**src/hw/rtl/rtsf_pkg.sv**
```systemverilog
// Shared types, constants and a helper function for the RC throttle/steer failsafe block.
package rtsf_pkg;

  // Timer width default
  localparam int unsigned TIMER_BITS_DEF = 16;

  // Register field widths
  localparam int unsigned PULSE_W = 12;
  localparam int unsigned LEVEL_W = 8;
  localparam int unsigned MS_W    = 16;
  localparam int unsigned CFG_W   = 16;
  localparam int unsigned CFG_IDX_W = 3;

  // Product width for the gas mapping
  localparam int unsigned GAS_PROD_W   = LEVEL_W + PULSE_W;

  // Brake ramp step and output reset values
  localparam logic [PULSE_W-1:0] BRAKE_STEP     = 12'd25;
  localparam logic [PULSE_W-1:0] BRAKE_RST      = 12'd1450;
  localparam logic [PULSE_W-1:0] THROTTLE_RST   = 12'd1500;
  localparam logic [LEVEL_W-1:0] STEER_RST      = 8'd60;

  // Configuration register reset values
  localparam logic [LEVEL_W-1:0] DEADZONE_RST   = 8'd39;
  localparam logic [PULSE_W-1:0] GAS_MIN_RST    = 12'd1500;
  localparam logic [PULSE_W-1:0] GAS_MAX_RST    = 12'd1600;
  localparam logic [PULSE_W-1:0] BRAKE_LIM_RST  = 12'd1200;
  localparam logic [PULSE_W-1:0] BRAKE_REL_RST  = 12'd1450;
  localparam logic [LEVEL_W-1:0] STEER_MAX_RST  = 8'd120;
  localparam logic [MS_W-1:0]    HOLDOFF_RST    = 16'd50;
  localparam logic [MS_W-1:0]    TIMEOUT_RST    = 16'd250;

  // Mode flag value that requests braking
  localparam logic [1:0] MODE_BRAKE = 2'd2;

  // Item kinds
  typedef enum logic {
    CMD_PACKET = 1'b0,
    CMD_POLL   = 1'b1
  } cmd_t;

  // Configuration register indexes
  typedef enum logic [CFG_IDX_W-1:0] {
    REG_DEADZONE  = 3'd0,
    REG_GAS_MIN   = 3'd1,
    REG_GAS_MAX   = 3'd2,
    REG_BRAKE_LIM = 3'd3,
    REG_BRAKE_REL = 3'd4,
    REG_STEER_MAX = 3'd5,
    REG_HOLDOFF   = 3'd6,
    REG_TIMEOUT   = 3'd7
  } cfg_idx_t;

  // Where the throttle pulse comes from for one item
  typedef enum logic [1:0] {
    THR_KEEP  = 2'd0,
    THR_BRAKE = 2'd1,
    THR_GAS   = 2'd2
  } thr_src_t;

  // Floor division by 255 for x < 2^20: multiply by ceil(2^28/255) = 0x101011
  // as a sum of shifted copies, keep the bits above 2^28.
  function automatic logic [12:0] div255(input logic [GAS_PROD_W-1:0] x);
    logic [40:0] xw;
    logic [40:0] acc;
    xw  = {21'd0, x};
    acc = (xw << 20) + (xw << 12) + (xw << 4) + xw;
    return acc[40:28];
  endfunction

endpackage

```
**src/hw/rtl/rc_throttle_steer_failsafe_core.sv**
```systemverilog
// Top level: RC throttle/brake/steering command processor with signal-loss failsafe.
// An item passes through the product stage and then the result register.
// Throughput: one item per cycle; in_stall rises only when both the product
//   stage and the result register are full and out_stall is high.
// Reset (rst_n low, synchronous) restores the configuration, state and result registers
//   to their defaults and empties the pipeline.
module rc_throttle_steer_failsafe_core #(
  parameter int unsigned TIMER_BITS = rtsf_pkg::TIMER_BITS_DEF
) (
  input  logic                              clk,
  input  logic                              rst_n,
  // configuration write port
  input  logic                              cfg_we,
  input  logic [rtsf_pkg::CFG_IDX_W-1:0]    cfg_index,
  input  logic [rtsf_pkg::CFG_W-1:0]        cfg_wdata,
  // input channel
  input  logic                              in_valid,
  output logic                              in_stall,
  input  logic                              in_cmd,
  input  logic [7:0]                        in_elapsed_ms,
  input  logic [7:0]                        in_gas_level,
  input  logic [7:0]                        in_steer_level,
  input  logic [1:0]                        in_mode_flag,
  // result channel
  output logic                              out_valid,
  input  logic                              out_stall,
  output logic [11:0]                       out_throttle_us,
  output logic                              out_throttle_update,
  output logic [7:0]                        out_steer_angle,
  output logic                              out_steer_update,
  output logic                              out_failsafe_active
);

  localparam int unsigned TW1   = TIMER_BITS + 1;
  localparam int unsigned CMP_W = (TIMER_BITS > rtsf_pkg::MS_W) ? TIMER_BITS : rtsf_pkg::MS_W;

  // Configuration registers
  logic [7:0]  cfg_deadzone_r;
  logic [11:0] cfg_gas_min_r;
  logic [11:0] cfg_gas_max_r;
  logic [11:0] cfg_brake_lim_r;
  logic [11:0] cfg_brake_rel_r;
  logic [7:0]  cfg_steer_max_r;
  logic [15:0] cfg_holdoff_r;
  logic [15:0] cfg_timeout_r;

  // Control state
  logic [11:0]           brake_pulse_r, brake_pulse_nxt;
  logic [7:0]            last_gas_r, last_gas_nxt;
  logic [7:0]            last_steer_r, last_steer_nxt;
  logic [TIMER_BITS-1:0] since_pkt_r, since_pkt_nxt;
  logic [TIMER_BITS-1:0] since_steer_r, since_steer_nxt;

  // Product stage
  logic                   s1_valid_r;
  rtsf_pkg::thr_src_t     s1_thr_src_r, s1_thr_src_nxt;
  logic [11:0]            s1_brake_r;
  logic [19:0]            s1_gas_prod_r, s1_gas_prod_nxt;
  logic                   s1_gas_neg_r, s1_gas_neg_nxt;
  logic [11:0]            s1_gas_min_r;
  logic                   s1_steer_upd_r, s1_steer_upd_nxt;
  logic [15:0]            s1_steer_prod_r, s1_steer_prod_nxt;
  logic                   s1_fs_r, s1_fs_nxt;

  // Result register
  logic        out_valid_r;
  logic [11:0] throttle_hold_r;
  logic [7:0]  steer_hold_r;
  logic        out_thr_upd_r;
  logic        out_steer_upd_r;
  logic        out_fs_r;

  // Handshake
  logic in_xfer;
  logic out_xfer;
  logic out_load;

  // Stage-A combinational signals
  logic [TW1-1:0]        pkt_sum;
  logic [TW1-1:0]        steer_sum;
  logic [TIMER_BITS-1:0] pkt_sat;
  logic [TIMER_BITS-1:0] steer_sat;
  logic [11:0]           brake_dn;
  logic [7:0]            gas_eff;
  logic [11:0]           gas_mag;
  logic                  steer_ok;
  logic                  timeout_hit;

  // Stage-B combinational signals
  logic [12:0] gas_quo;
  logic [12:0] steer_quo;
  logic [11:0] thr_gas;

  // Pipeline flow control
  assign out_xfer = out_valid_r && !out_stall;
  assign out_load = s1_valid_r && (!out_valid_r || !out_stall);
  assign in_stall = s1_valid_r && !out_load;
  assign in_xfer  = in_valid && !in_stall;

  // Configuration writes
  always_ff @(posedge clk) begin
    if (!rst_n) begin
      cfg_deadzone_r  <= rtsf_pkg::DEADZONE_RST;
      cfg_gas_min_r   <= rtsf_pkg::GAS_MIN_RST;
      cfg_gas_max_r   <= rtsf_pkg::GAS_MAX_RST;
      cfg_brake_lim_r <= rtsf_pkg::BRAKE_LIM_RST;
      cfg_brake_rel_r <= rtsf_pkg::BRAKE_REL_RST;
      cfg_steer_max_r <= rtsf_pkg::STEER_MAX_RST;
      cfg_holdoff_r   <= rtsf_pkg::HOLDOFF_RST;
      cfg_timeout_r   <= rtsf_pkg::TIMEOUT_RST;
    end else if (cfg_we) begin
      unique case (cfg_index)
        rtsf_pkg::REG_DEADZONE:  cfg_deadzone_r  <= cfg_wdata[7:0];
        rtsf_pkg::REG_GAS_MIN:   cfg_gas_min_r   <= cfg_wdata[11:0];
        rtsf_pkg::REG_GAS_MAX:   cfg_gas_max_r   <= cfg_wdata[11:0];
        rtsf_pkg::REG_BRAKE_LIM: cfg_brake_lim_r <= cfg_wdata[11:0];
        rtsf_pkg::REG_BRAKE_REL: cfg_brake_rel_r <= cfg_wdata[11:0];
        rtsf_pkg::REG_STEER_MAX: cfg_steer_max_r <= cfg_wdata[7:0];
        rtsf_pkg::REG_HOLDOFF:   cfg_holdoff_r   <= cfg_wdata;
        rtsf_pkg::REG_TIMEOUT:   cfg_timeout_r   <= cfg_wdata;
        default: ;
      endcase
    end
  end

  // Saturating time counters
  assign pkt_sum   = {1'b0, since_pkt_r} + TW1'(in_elapsed_ms);
  assign steer_sum = {1'b0, since_steer_r} + TW1'(in_elapsed_ms);
  assign pkt_sat   = pkt_sum[TIMER_BITS] ? '1 : pkt_sum[TIMER_BITS-1:0];
  assign steer_sat = steer_sum[TIMER_BITS] ? '1 : steer_sum[TIMER_BITS-1:0];

  // Brake ramp step, floored at zero
  always_comb begin
    brake_dn = brake_pulse_r;
    if (brake_pulse_r > cfg_brake_lim_r) begin
      brake_dn = (brake_pulse_r >= rtsf_pkg::BRAKE_STEP) ?
                 brake_pulse_r - rtsf_pkg::BRAKE_STEP : '0;
    end
  end

  // Gas deadzone and span magnitude (inverted range maps downward)
  assign gas_eff  = (in_gas_level < cfg_deadzone_r) ? 8'd0 : in_gas_level;
  assign s1_gas_neg_nxt = cfg_gas_max_r < cfg_gas_min_r;
  assign gas_mag  = s1_gas_neg_nxt ? cfg_gas_min_r - cfg_gas_max_r
                                   : cfg_gas_max_r - cfg_gas_min_r;

  assign steer_ok    = (in_steer_level != last_steer_r) &&
                       (CMP_W'(steer_sat) >= CMP_W'(cfg_holdoff_r));
  assign timeout_hit = CMP_W'(pkt_sat) > CMP_W'(cfg_timeout_r);

  assign s1_gas_prod_nxt   = 20'(gas_eff) * 20'(gas_mag);
  assign s1_steer_prod_nxt = 16'(in_steer_level) * 16'(cfg_steer_max_r);

  // Per-item decisions and state update
  always_comb begin
    brake_pulse_nxt  = brake_pulse_r;
    last_gas_nxt     = last_gas_r;
    last_steer_nxt   = last_steer_r;
    since_pkt_nxt    = pkt_sat;
    since_steer_nxt  = steer_sat;
    s1_thr_src_nxt   = rtsf_pkg::THR_KEEP;
    s1_steer_upd_nxt = 1'b0;
    s1_fs_nxt        = 1'b0;
    if (in_cmd == rtsf_pkg::CMD_PACKET) begin
      if (in_mode_flag == rtsf_pkg::MODE_BRAKE) begin
        brake_pulse_nxt = brake_dn;
        s1_thr_src_nxt  = rtsf_pkg::THR_BRAKE;
      end else begin
        brake_pulse_nxt = cfg_brake_rel_r;
        if (in_gas_level != last_gas_r) begin
          last_gas_nxt   = gas_eff;
          s1_thr_src_nxt = rtsf_pkg::THR_GAS;
        end
      end
      if (steer_ok) begin
        last_steer_nxt   = in_steer_level;
        since_steer_nxt  = '0;
        s1_steer_upd_nxt = 1'b1;
      end
      since_pkt_nxt = '0;
    end else if (timeout_hit) begin
      brake_pulse_nxt = brake_dn;
      s1_thr_src_nxt  = rtsf_pkg::THR_BRAKE;
      s1_fs_nxt       = 1'b1;
    end
  end

  // State registers, committed on each input transfer
  always_ff @(posedge clk) begin
    if (!rst_n) begin
      brake_pulse_r <= rtsf_pkg::BRAKE_RST;
      last_gas_r    <= '0;
      last_steer_r  <= '0;
      since_pkt_r   <= '0;
      since_steer_r <= '0;
    end else if (in_xfer) begin
      brake_pulse_r <= brake_pulse_nxt;
      last_gas_r    <= last_gas_nxt;
      last_steer_r  <= last_steer_nxt;
      since_pkt_r   <= since_pkt_nxt;
      since_steer_r <= since_steer_nxt;
    end
  end

  // Product stage valid
  always_ff @(posedge clk) begin
    if (!rst_n) begin
      s1_valid_r <= 1'b0;
    end else if (in_xfer) begin
      s1_valid_r <= 1'b1;
    end else if (out_load) begin
      s1_valid_r <= 1'b0;
    end
  end

  // Product stage payload
  always_ff @(posedge clk) begin
    if (in_xfer) begin
      s1_thr_src_r    <= s1_thr_src_nxt;
      s1_brake_r      <= brake_pulse_nxt;
      s1_gas_prod_r   <= s1_gas_prod_nxt;
      s1_gas_neg_r    <= s1_gas_neg_nxt;
      s1_gas_min_r    <= cfg_gas_min_r;
      s1_steer_upd_r  <= s1_steer_upd_nxt;
      s1_steer_prod_r <= s1_steer_prod_nxt;
      s1_fs_r         <= s1_fs_nxt;
    end
  end

  // Divide by full scale and offset from the gas minimum
  assign gas_quo   = rtsf_pkg::div255(s1_gas_prod_r);
  assign steer_quo = rtsf_pkg::div255(20'(s1_steer_prod_r));
  assign thr_gas   = s1_gas_neg_r ? s1_gas_min_r - gas_quo[11:0]
                                  : s1_gas_min_r + gas_quo[11:0];

  // Result register; the held pulse and angle are the outputs themselves
  always_ff @(posedge clk) begin
    if (!rst_n) begin
      out_valid_r     <= 1'b0;
      throttle_hold_r <= rtsf_pkg::THROTTLE_RST;
      steer_hold_r    <= rtsf_pkg::STEER_RST;
      out_thr_upd_r   <= 1'b0;
      out_steer_upd_r <= 1'b0;
      out_fs_r        <= 1'b0;
    end else if (out_load) begin
      out_valid_r <= 1'b1;
      case (s1_thr_src_r)
        rtsf_pkg::THR_BRAKE: throttle_hold_r <= s1_brake_r;
        rtsf_pkg::THR_GAS:   throttle_hold_r <= thr_gas;
        default: ;
      endcase
      if (s1_steer_upd_r) begin
        steer_hold_r <= steer_quo[7:0];
      end
      out_thr_upd_r   <= (s1_thr_src_r != rtsf_pkg::THR_KEEP);
      out_steer_upd_r <= s1_steer_upd_r;
      out_fs_r        <= s1_fs_r;
    end else if (out_xfer) begin
      out_valid_r <= 1'b0;
    end
  end

  assign out_valid           = out_valid_r;
  assign out_throttle_us     = throttle_hold_r;
  assign out_throttle_update = out_thr_upd_r;
  assign out_steer_angle     = steer_hold_r;
  assign out_steer_update    = out_steer_upd_r;
  assign out_failsafe_active = out_fs_r;

endmodule

```
**config.mk**
```make
export PLATFORM = sky130hd
export DESIGN_NAME = rc_throttle_steer_failsafe_core
export DESIGN_NICKNAME = d
export VERILOG_FILES = /design/src/hw/rtl/rtsf_pkg.sv /design/src/hw/rtl/rc_throttle_steer_failsafe_core.sv
export SDC_FILE = /design/constraint.sdc
export NUM_CORES = 1
export LEC_CHECK = 0
export BUFFER_PORTS_ARGS = -buffer_cell sky130_fd_sc_hd__buf_4
export CAP_MARGIN = 20
export CORE_MARGIN = 2
export CORE_UTILIZATION = 60
export CTS_CLUSTER_SIZE = 30
export DETAILED_ROUTE_END_ITERATION = 16
export GPL_ROUTABILITY_DRIVEN = 0
export PLACE_DENSITY = 0.75
export SLEW_MARGIN = 0
export SYNTH_ARGS = -nofsm -noshare
export SYNTH_HDL_FRONTEND = slang
export SYNTH_SLANG_ARGS = --single-unit
```
**constraint.sdc**
```tcl
create_clock -name clk -period 18.4 [get_ports clk]
set_clock_uncertainty 0.1 [all_clocks]
set_input_delay 1.84 -clock clk [delete_from_list [all_inputs] [get_ports clk]]
set_output_delay 1.84 -clock clk [all_outputs]
set_load 0.05 [all_outputs]
```
# == Yosys cells after proc, flatten, opt, wreduce, memory -nomap -nowiden ==
# Index checks and enable logic that the tools add are counted.
# Widths: inputs -> output; s select.
# word_totals
in_bits,51
register_bits,246
wordCells,114
out_inout_bits,25
# classes
reduce_logical,27
n_addsub,13
bitwise_logic,2
eq_ne,12
multipliers,2
n_lt_le_gt_ge,6
muxes,24
# op_table
cell,n
$mux 12,7
$mux 16,5
$add 40x20->40,1
$add 40x24->40,1
$add 40x32->40,1
$add 36x16->36,1
$add 36x20->36,1
$add 36x28->36,1
$sub 12x12->12,3
$add 16x8->17,2
$pmux 12 s2,1
$mul 8x12->20,1
$reduce_and 2->1,10
$ge 16x16->1,1
$gt 16x16->1,1
$mul 8x8->16,1
$ne 8x8->1,2
$add 12x12->12,1
$eq 3x3->1 const B,4
$ge 12x5->1 const B,1
$gt 12x12->1,1
$lt 12x12->1,1
$sub 12x5->12 const B,1
$lt 8x8->1,1
15 further kinds,36

# == Depth between registers and ports, before layout ==
# depth
word_depth,8
mapped_depth,33

# == Worst setup path before layout ==
# OpenSTA, ideal clock, no wires.
# synth_timing
path_type,in2reg
from,input in_gas_level[1]
to,register s1_gas_prod_r[19] (data pin)
setup_slack_ps,10453
path_buffers,2
cell_stages,28
t_arrival_ps,7587
setup_time_ps,260
path_cell_list,ha_1 a21o_1 a21o_1 a21o_1 a21o_1 a21o_1 a21o_1 a21o_1 clkbuf_1 nand2_1 clkbuf_1 nor2_1 fa_1 fa_1 fa_1 inv_1 fa_1 inv_1 ha_1 a21boi_0 o21ai_0 a21boi_0 o21ai_0 a21o_1 a21oi_1 a211o_1 a21oi_1 xnor2_1
# synth_between
elab_chain_len,3
# synth_rtl
item,line,text
"start, declared",rc_throttle_steer_failsafe_core.sv:21,"input logic [7:0] in_gas_level,"
$lt 8x8->1,rc_throttle_steer_failsafe_core.sv:142,assign gas_eff = (in_gas_level < cfg_deadzone_r) ? 8'd0 : in_gas_level;
$mux 8 *,rc_throttle_steer_failsafe_core.sv:142,
$mul 8x12->20 *,rc_throttle_steer_failsafe_core.sv:151,assign s1_gas_prod_nxt = 20'(gas_eff) * 20'(gas_mag);
named net s1_gas_prod_nxt[19],rc_throttle_steer_failsafe_core.sv:58,"logic [19:0] s1_gas_prod_r, s1_gas_prod_nxt;"
"end signal, assigned",rc_throttle_steer_failsafe_core.sv:221,s1_gas_prod_r <= s1_gas_prod_nxt;
"end, declared",rc_throttle_steer_failsafe_core.sv:58,
# The timed path passes the listed nets; every way through them passes the cells marked *.
# A chain may end at the register's enable or synchronous reset.

# == Worst setup path after layout ==
# layout_timing
from,register cfg_gas_min_r[1]
to,register s1_gas_prod_r[19] (data pin)
# layout_between
elab_chain_len,3
# layout_rtl
item,line,text
"start, declared",rc_throttle_steer_failsafe_core.sv:39,logic [11:0] cfg_gas_min_r;
"start signal, assigned",rc_throttle_steer_failsafe_core.sv:104,cfg_gas_min_r <= rtsf_pkg::GAS_MIN_RST;
"start signal, assigned",rc_throttle_steer_failsafe_core.sv:114,rtsf_pkg::REG_GAS_MIN: cfg_gas_min_r <= cfg_wdata[11:0];
$lt 12x12->1,rc_throttle_steer_failsafe_core.sv:143,assign s1_gas_neg_nxt = cfg_gas_max_r < cfg_gas_min_r;
named net s1_gas_neg_nxt,rc_throttle_steer_failsafe_core.sv:59,"logic s1_gas_neg_r, s1_gas_neg_nxt;"
$mux 12,rc_throttle_steer_failsafe_core.sv:144,assign gas_mag = s1_gas_neg_nxt ? cfg_gas_min_r - cfg_gas_max_r
$mul 8x12->20,rc_throttle_steer_failsafe_core.sv:151,
named net s1_gas_prod_nxt[19],rc_throttle_steer_failsafe_core.sv:58,
# The timed path passes the listed nets, and every way through them passes these cells.

==> metrics.txt <==
hold endpoint cfg_brake_lim_r[11]; clock buffer depth 3; mean area per synthesized cell approximately 8.6 µm²; final worst slack 10.15 ns; top_reg_cell synth dfxtp_1; H-tree level count 1; R2R Path End s1_gas_prod_r[19]; drt total wl 49.2 mm; status complete, no violations; Most common cell on crit path fa_1; Tcrit/Tclk final 0.448; synth unique cells 80; R2R cell count 30; CP Class flip-flop to flip-flop; global-route wire length before repair 81.3 mm; Nets ~2800; pre-CTS setup slack 9.85 ns; Cell Pwr Density 126 nW/µm²; DP Area between 20000 and 25000 µm²; RSZ-0062 raised after global routing false; root buffer cell clkbuf_16; Pleak about 0.010 µW; Logic pwr share 0.553; total CTS buffers 29; Synth Register Bits 246; Final Cell Area approximately 22000 µm²; postcts setup bufs 0; CTS sink cnt around 250; Core ar. ~34000 µm²; Final Hold Vio Count 0; number of enable flip-flop cells after synthesis 65; die area roughly 35000 µm²; detailed router's first-iteration violation count approximately 1100; Final Max Tran Viols 0; hold path depth 2; number of fill cells ~2800; post-DP HPWL approximately 37 mm; critical path endpoint category flip-flop; worst-path fanout max 10; Hold Startpoint cfg_brake_lim_r[11]; total negative slack 0 ns; GRT Total Usage 0.279; # rows 67; Buffers on Ports 75; vias around 17000; final-report setup violation count 0; crit start category flip-flop; max frequency 121 MHz; WP data required between 15 and 20 ns; Die Width approximately 190 µm; CTS tree built; sequential area share after synthesis 0.273; worst-skew pair later-pin latency approximately 0.57 ns; register area between 5000 and 6000 µm²; synth top area cells dfxtp_1, ha_1, fa_1; WL met3 ~3.0 mm; crit-path max cell delay between 0.5 and 0.6 ns; Vias/cell approximately 6; Min Clock Period, post-route 8.25 ns; Slew HR 0.358; layout cells sized above 1 0.0699; Die H roughly 190 µm; internal power 1600 µW; Max rail drop VDD about 0.14 mV; wire per inst 17.2 µm; Reg2Reg Setup Slack 10.15 ns; remaining antenna violation count 0; cells after synthesis approximately 2400; Worst R2R Start cfg_gas_min_r[1]; Sw Ratio 0.424; top sig layer met4; Area Growth Syn to Fin 8.73%; cell accounting for the most synthesized area dfxtp_1; CP max stage cell xor2_1; IO Pins 76; largest net degree at the start of global routing 64; initial antenna violation count 0; Seq pwr share 0.256; Worst-Margin Slew ~0.94 ns; MaxCap Viol Count 0; starting density of the core 0.608; synthesized cell area roughly 20000 µm²; CP Data Arrival Time 8.46 ns; syn_nets 2791; M1 WL 20.8 mm; drt drc 0; FFs w/ async S/R, synth 0; Initial DRT Pass Iterations 5; vias in the first global route approximately 17000; worst min path class flip-flop to flip-flop; CTS clk-pin slew, worst paths 0.06 ns; Yosys top cell area share 0.178; hold buffers post-CTS 0; total of warnings raised by yosys 0; GRT overflow 0; multi-input logic area between 10000 and 15000 µm²; post-cts resize count 0; Clock power frac 0.191; sw power roughly 1200 µW; metal2 WL 23.4 mm
power by group through the flow:
stage                     logic (µW)  registers (µW)  clock network (µW)
final                           1540             713                 531
after detailed placement        1520             724                   0
after CTS                       1540             713                 540
after floorplan                 1180             710                   0
after global routing            1750             721                 562
after global placement          1460             721                   0
flip-flops by register name (all words and copies together), names as in the netlist, 8 cells and up:
signal / count
since_steer_r: 16
cfg_brake_lim_r: 12
cfg_timeout_r: 16
s1_gas_prod_r: 20
brake_pulse_r: 12
cfg_brake_rel_r: 12
since_pkt_r: 16
cfg_deadzone_r: 8
cfg_steer_max_r: 8
cfg_holdoff_r: 16
last_steer_r: 8
cfg_gas_max_r: 12
cfg_gas_min_r: 12
last_gas_r: 8
s1_steer_prod_r: 16
out_throttle_us: 12
s1_gas_min_r: 12
s1_brake_r: 12
out_steer_angle: 8
worst max path at each step:
stage,startpoint,endpoint,slack (ns),cells past startpoint
global placement,in_gas_level[1],s1_gas_prod_r[19],9.97,28
finish,cfg_gas_min_r[1],s1_gas_prod_r[19],10.15,30
CTS,cfg_gas_min_r[0],s1_gas_prod_r[19],10.23,31
global route,cfg_gas_min_r[0],s1_gas_prod_r[19],9.67,31
floorplan,in_gas_level[1],s1_gas_prod_r[19],10.45,28
detailed placement,in_gas_level[1],s1_gas_prod_r[19],9.85,28
metal layers:
metal	vias to the layer above	GRT usage
met1	7959	0.359
li1	8085	-
met3	127	0.0345
met2	564	0.480
met4	0	0.106
met5	-	0
synth_stat cells (8+ instances only):
cell type,number
inv_1,265
or2_2,9
and2_1,51
o211ai_1,43
o21ai_0,76
clkbuf_1,78
nor2b_1,17
clkbuf_2,8
a22oi_1,16
ha_1,259
edfxtp_1,65
nor2_1,184
xor2_1,26
o21a_1,15
and3_1,10
a21o_1,59
nand3b_1,14
nand2_1,314
or3_1,8
o21bai_1,14
xnor2_1,66
a21boi_0,12
nor3_1,26
nand2b_1,32
nand4_1,15
a21oi_1,184
dfxtp_1,181
mux2i_1,33
a211oi_1,22
nand3_1,41
fa_1,117
cells in the final DEF (no fill, tap or decap), types with 7 or more instances in the layout:
| cell type | instances |
|---|---|
| o211ai_1 | 43 |
| a31oi_1 | 7 |
| nor2_1 | 184 |
| or2_2 | 9 |
| nand2b_1 | 32 |
| a22oi_1 | 16 |
| nand4_1 | 15 |
| xor2_1 | 26 |
| xnor2_1 | 66 |
| clkbuf_1 | 12 |
| o21ai_0 | 76 |
| inv_1 | 264 |
| nor2b_1 | 17 |
| a21boi_0 | 12 |
| buf_4 | 89 |
| edfxtp_1 | 65 |
| nand3_1 | 41 |
| fa_1 | 117 |
| dfxtp_1 | 181 |
| nor3_1 | 26 |
| o21bai_1 | 14 |
| or3_1 | 8 |
| a21oi_1 | 184 |
| ha_1 | 259 |
| mux2i_1 | 33 |
| nand2_1 | 314 |
| a21o_1 | 59 |
| and2_1 | 51 |
| a211oi_1 | 22 |
| nand3b_1 | 14 |
| and3_1 | 10 |
| clkbuf_16 | 29 |
| o21a_1 | 15 |
critical path: cells and delay by family, from the launching register on:
kind / cells / cell delay (ns)
compound gates: 15 / 2.97
fa+ha+maj: 6 / 2.76
xor+xnor: 2 / 0.71
buf+inv: 5 / 0.49
flops: 1 / 0.48
simple gates: 1 / 0.25
mux: 1 / 0.24
through the flow:
step	hold WS, ns	total power, µW	utilization	instances
final	0.353	2780	0.661	2866
after CTS	0.356	2790	0.660	2861
after global placement	0.342	2180	0.634	2807
after global routing	0.377	3030	0.661	2865
after detailed placement	0.347	2240	0.634	2808
after floorplan	0.330	1890	-	2364
cell type report:
| cell class | count | share of cell area |
|---|---|---|
| Clock buffer | 43 | 0.0360 |
| Sequential cell | 246 | 0.251 |
| Timing Repair Buffer | 92 | 0.0315 |
| Multi-Input combinational cell | 1759 | 0.607 |
| Inverter | 267 | 0.0453 |
| Antenna cell | 1 | 0.000113 |
| Tap cell | 448 | 0.0253 |
| Clock inverter | 10 | 0.00305 |
cells by family after synthesis:
group                    Yosys count  synth area share
AO/OA/AOI/OAI                    504             0.159
XOR/XNOR                          93            0.0403
adder cells (fa/ha/maj)          376             0.274
buffers and inverters            359            0.0666
flip-flops                       246             0.273
multiplexers                      39            0.0195
AND/OR/NAND/NOR                  747             0.168
Power figures use the tool's default switching activity.
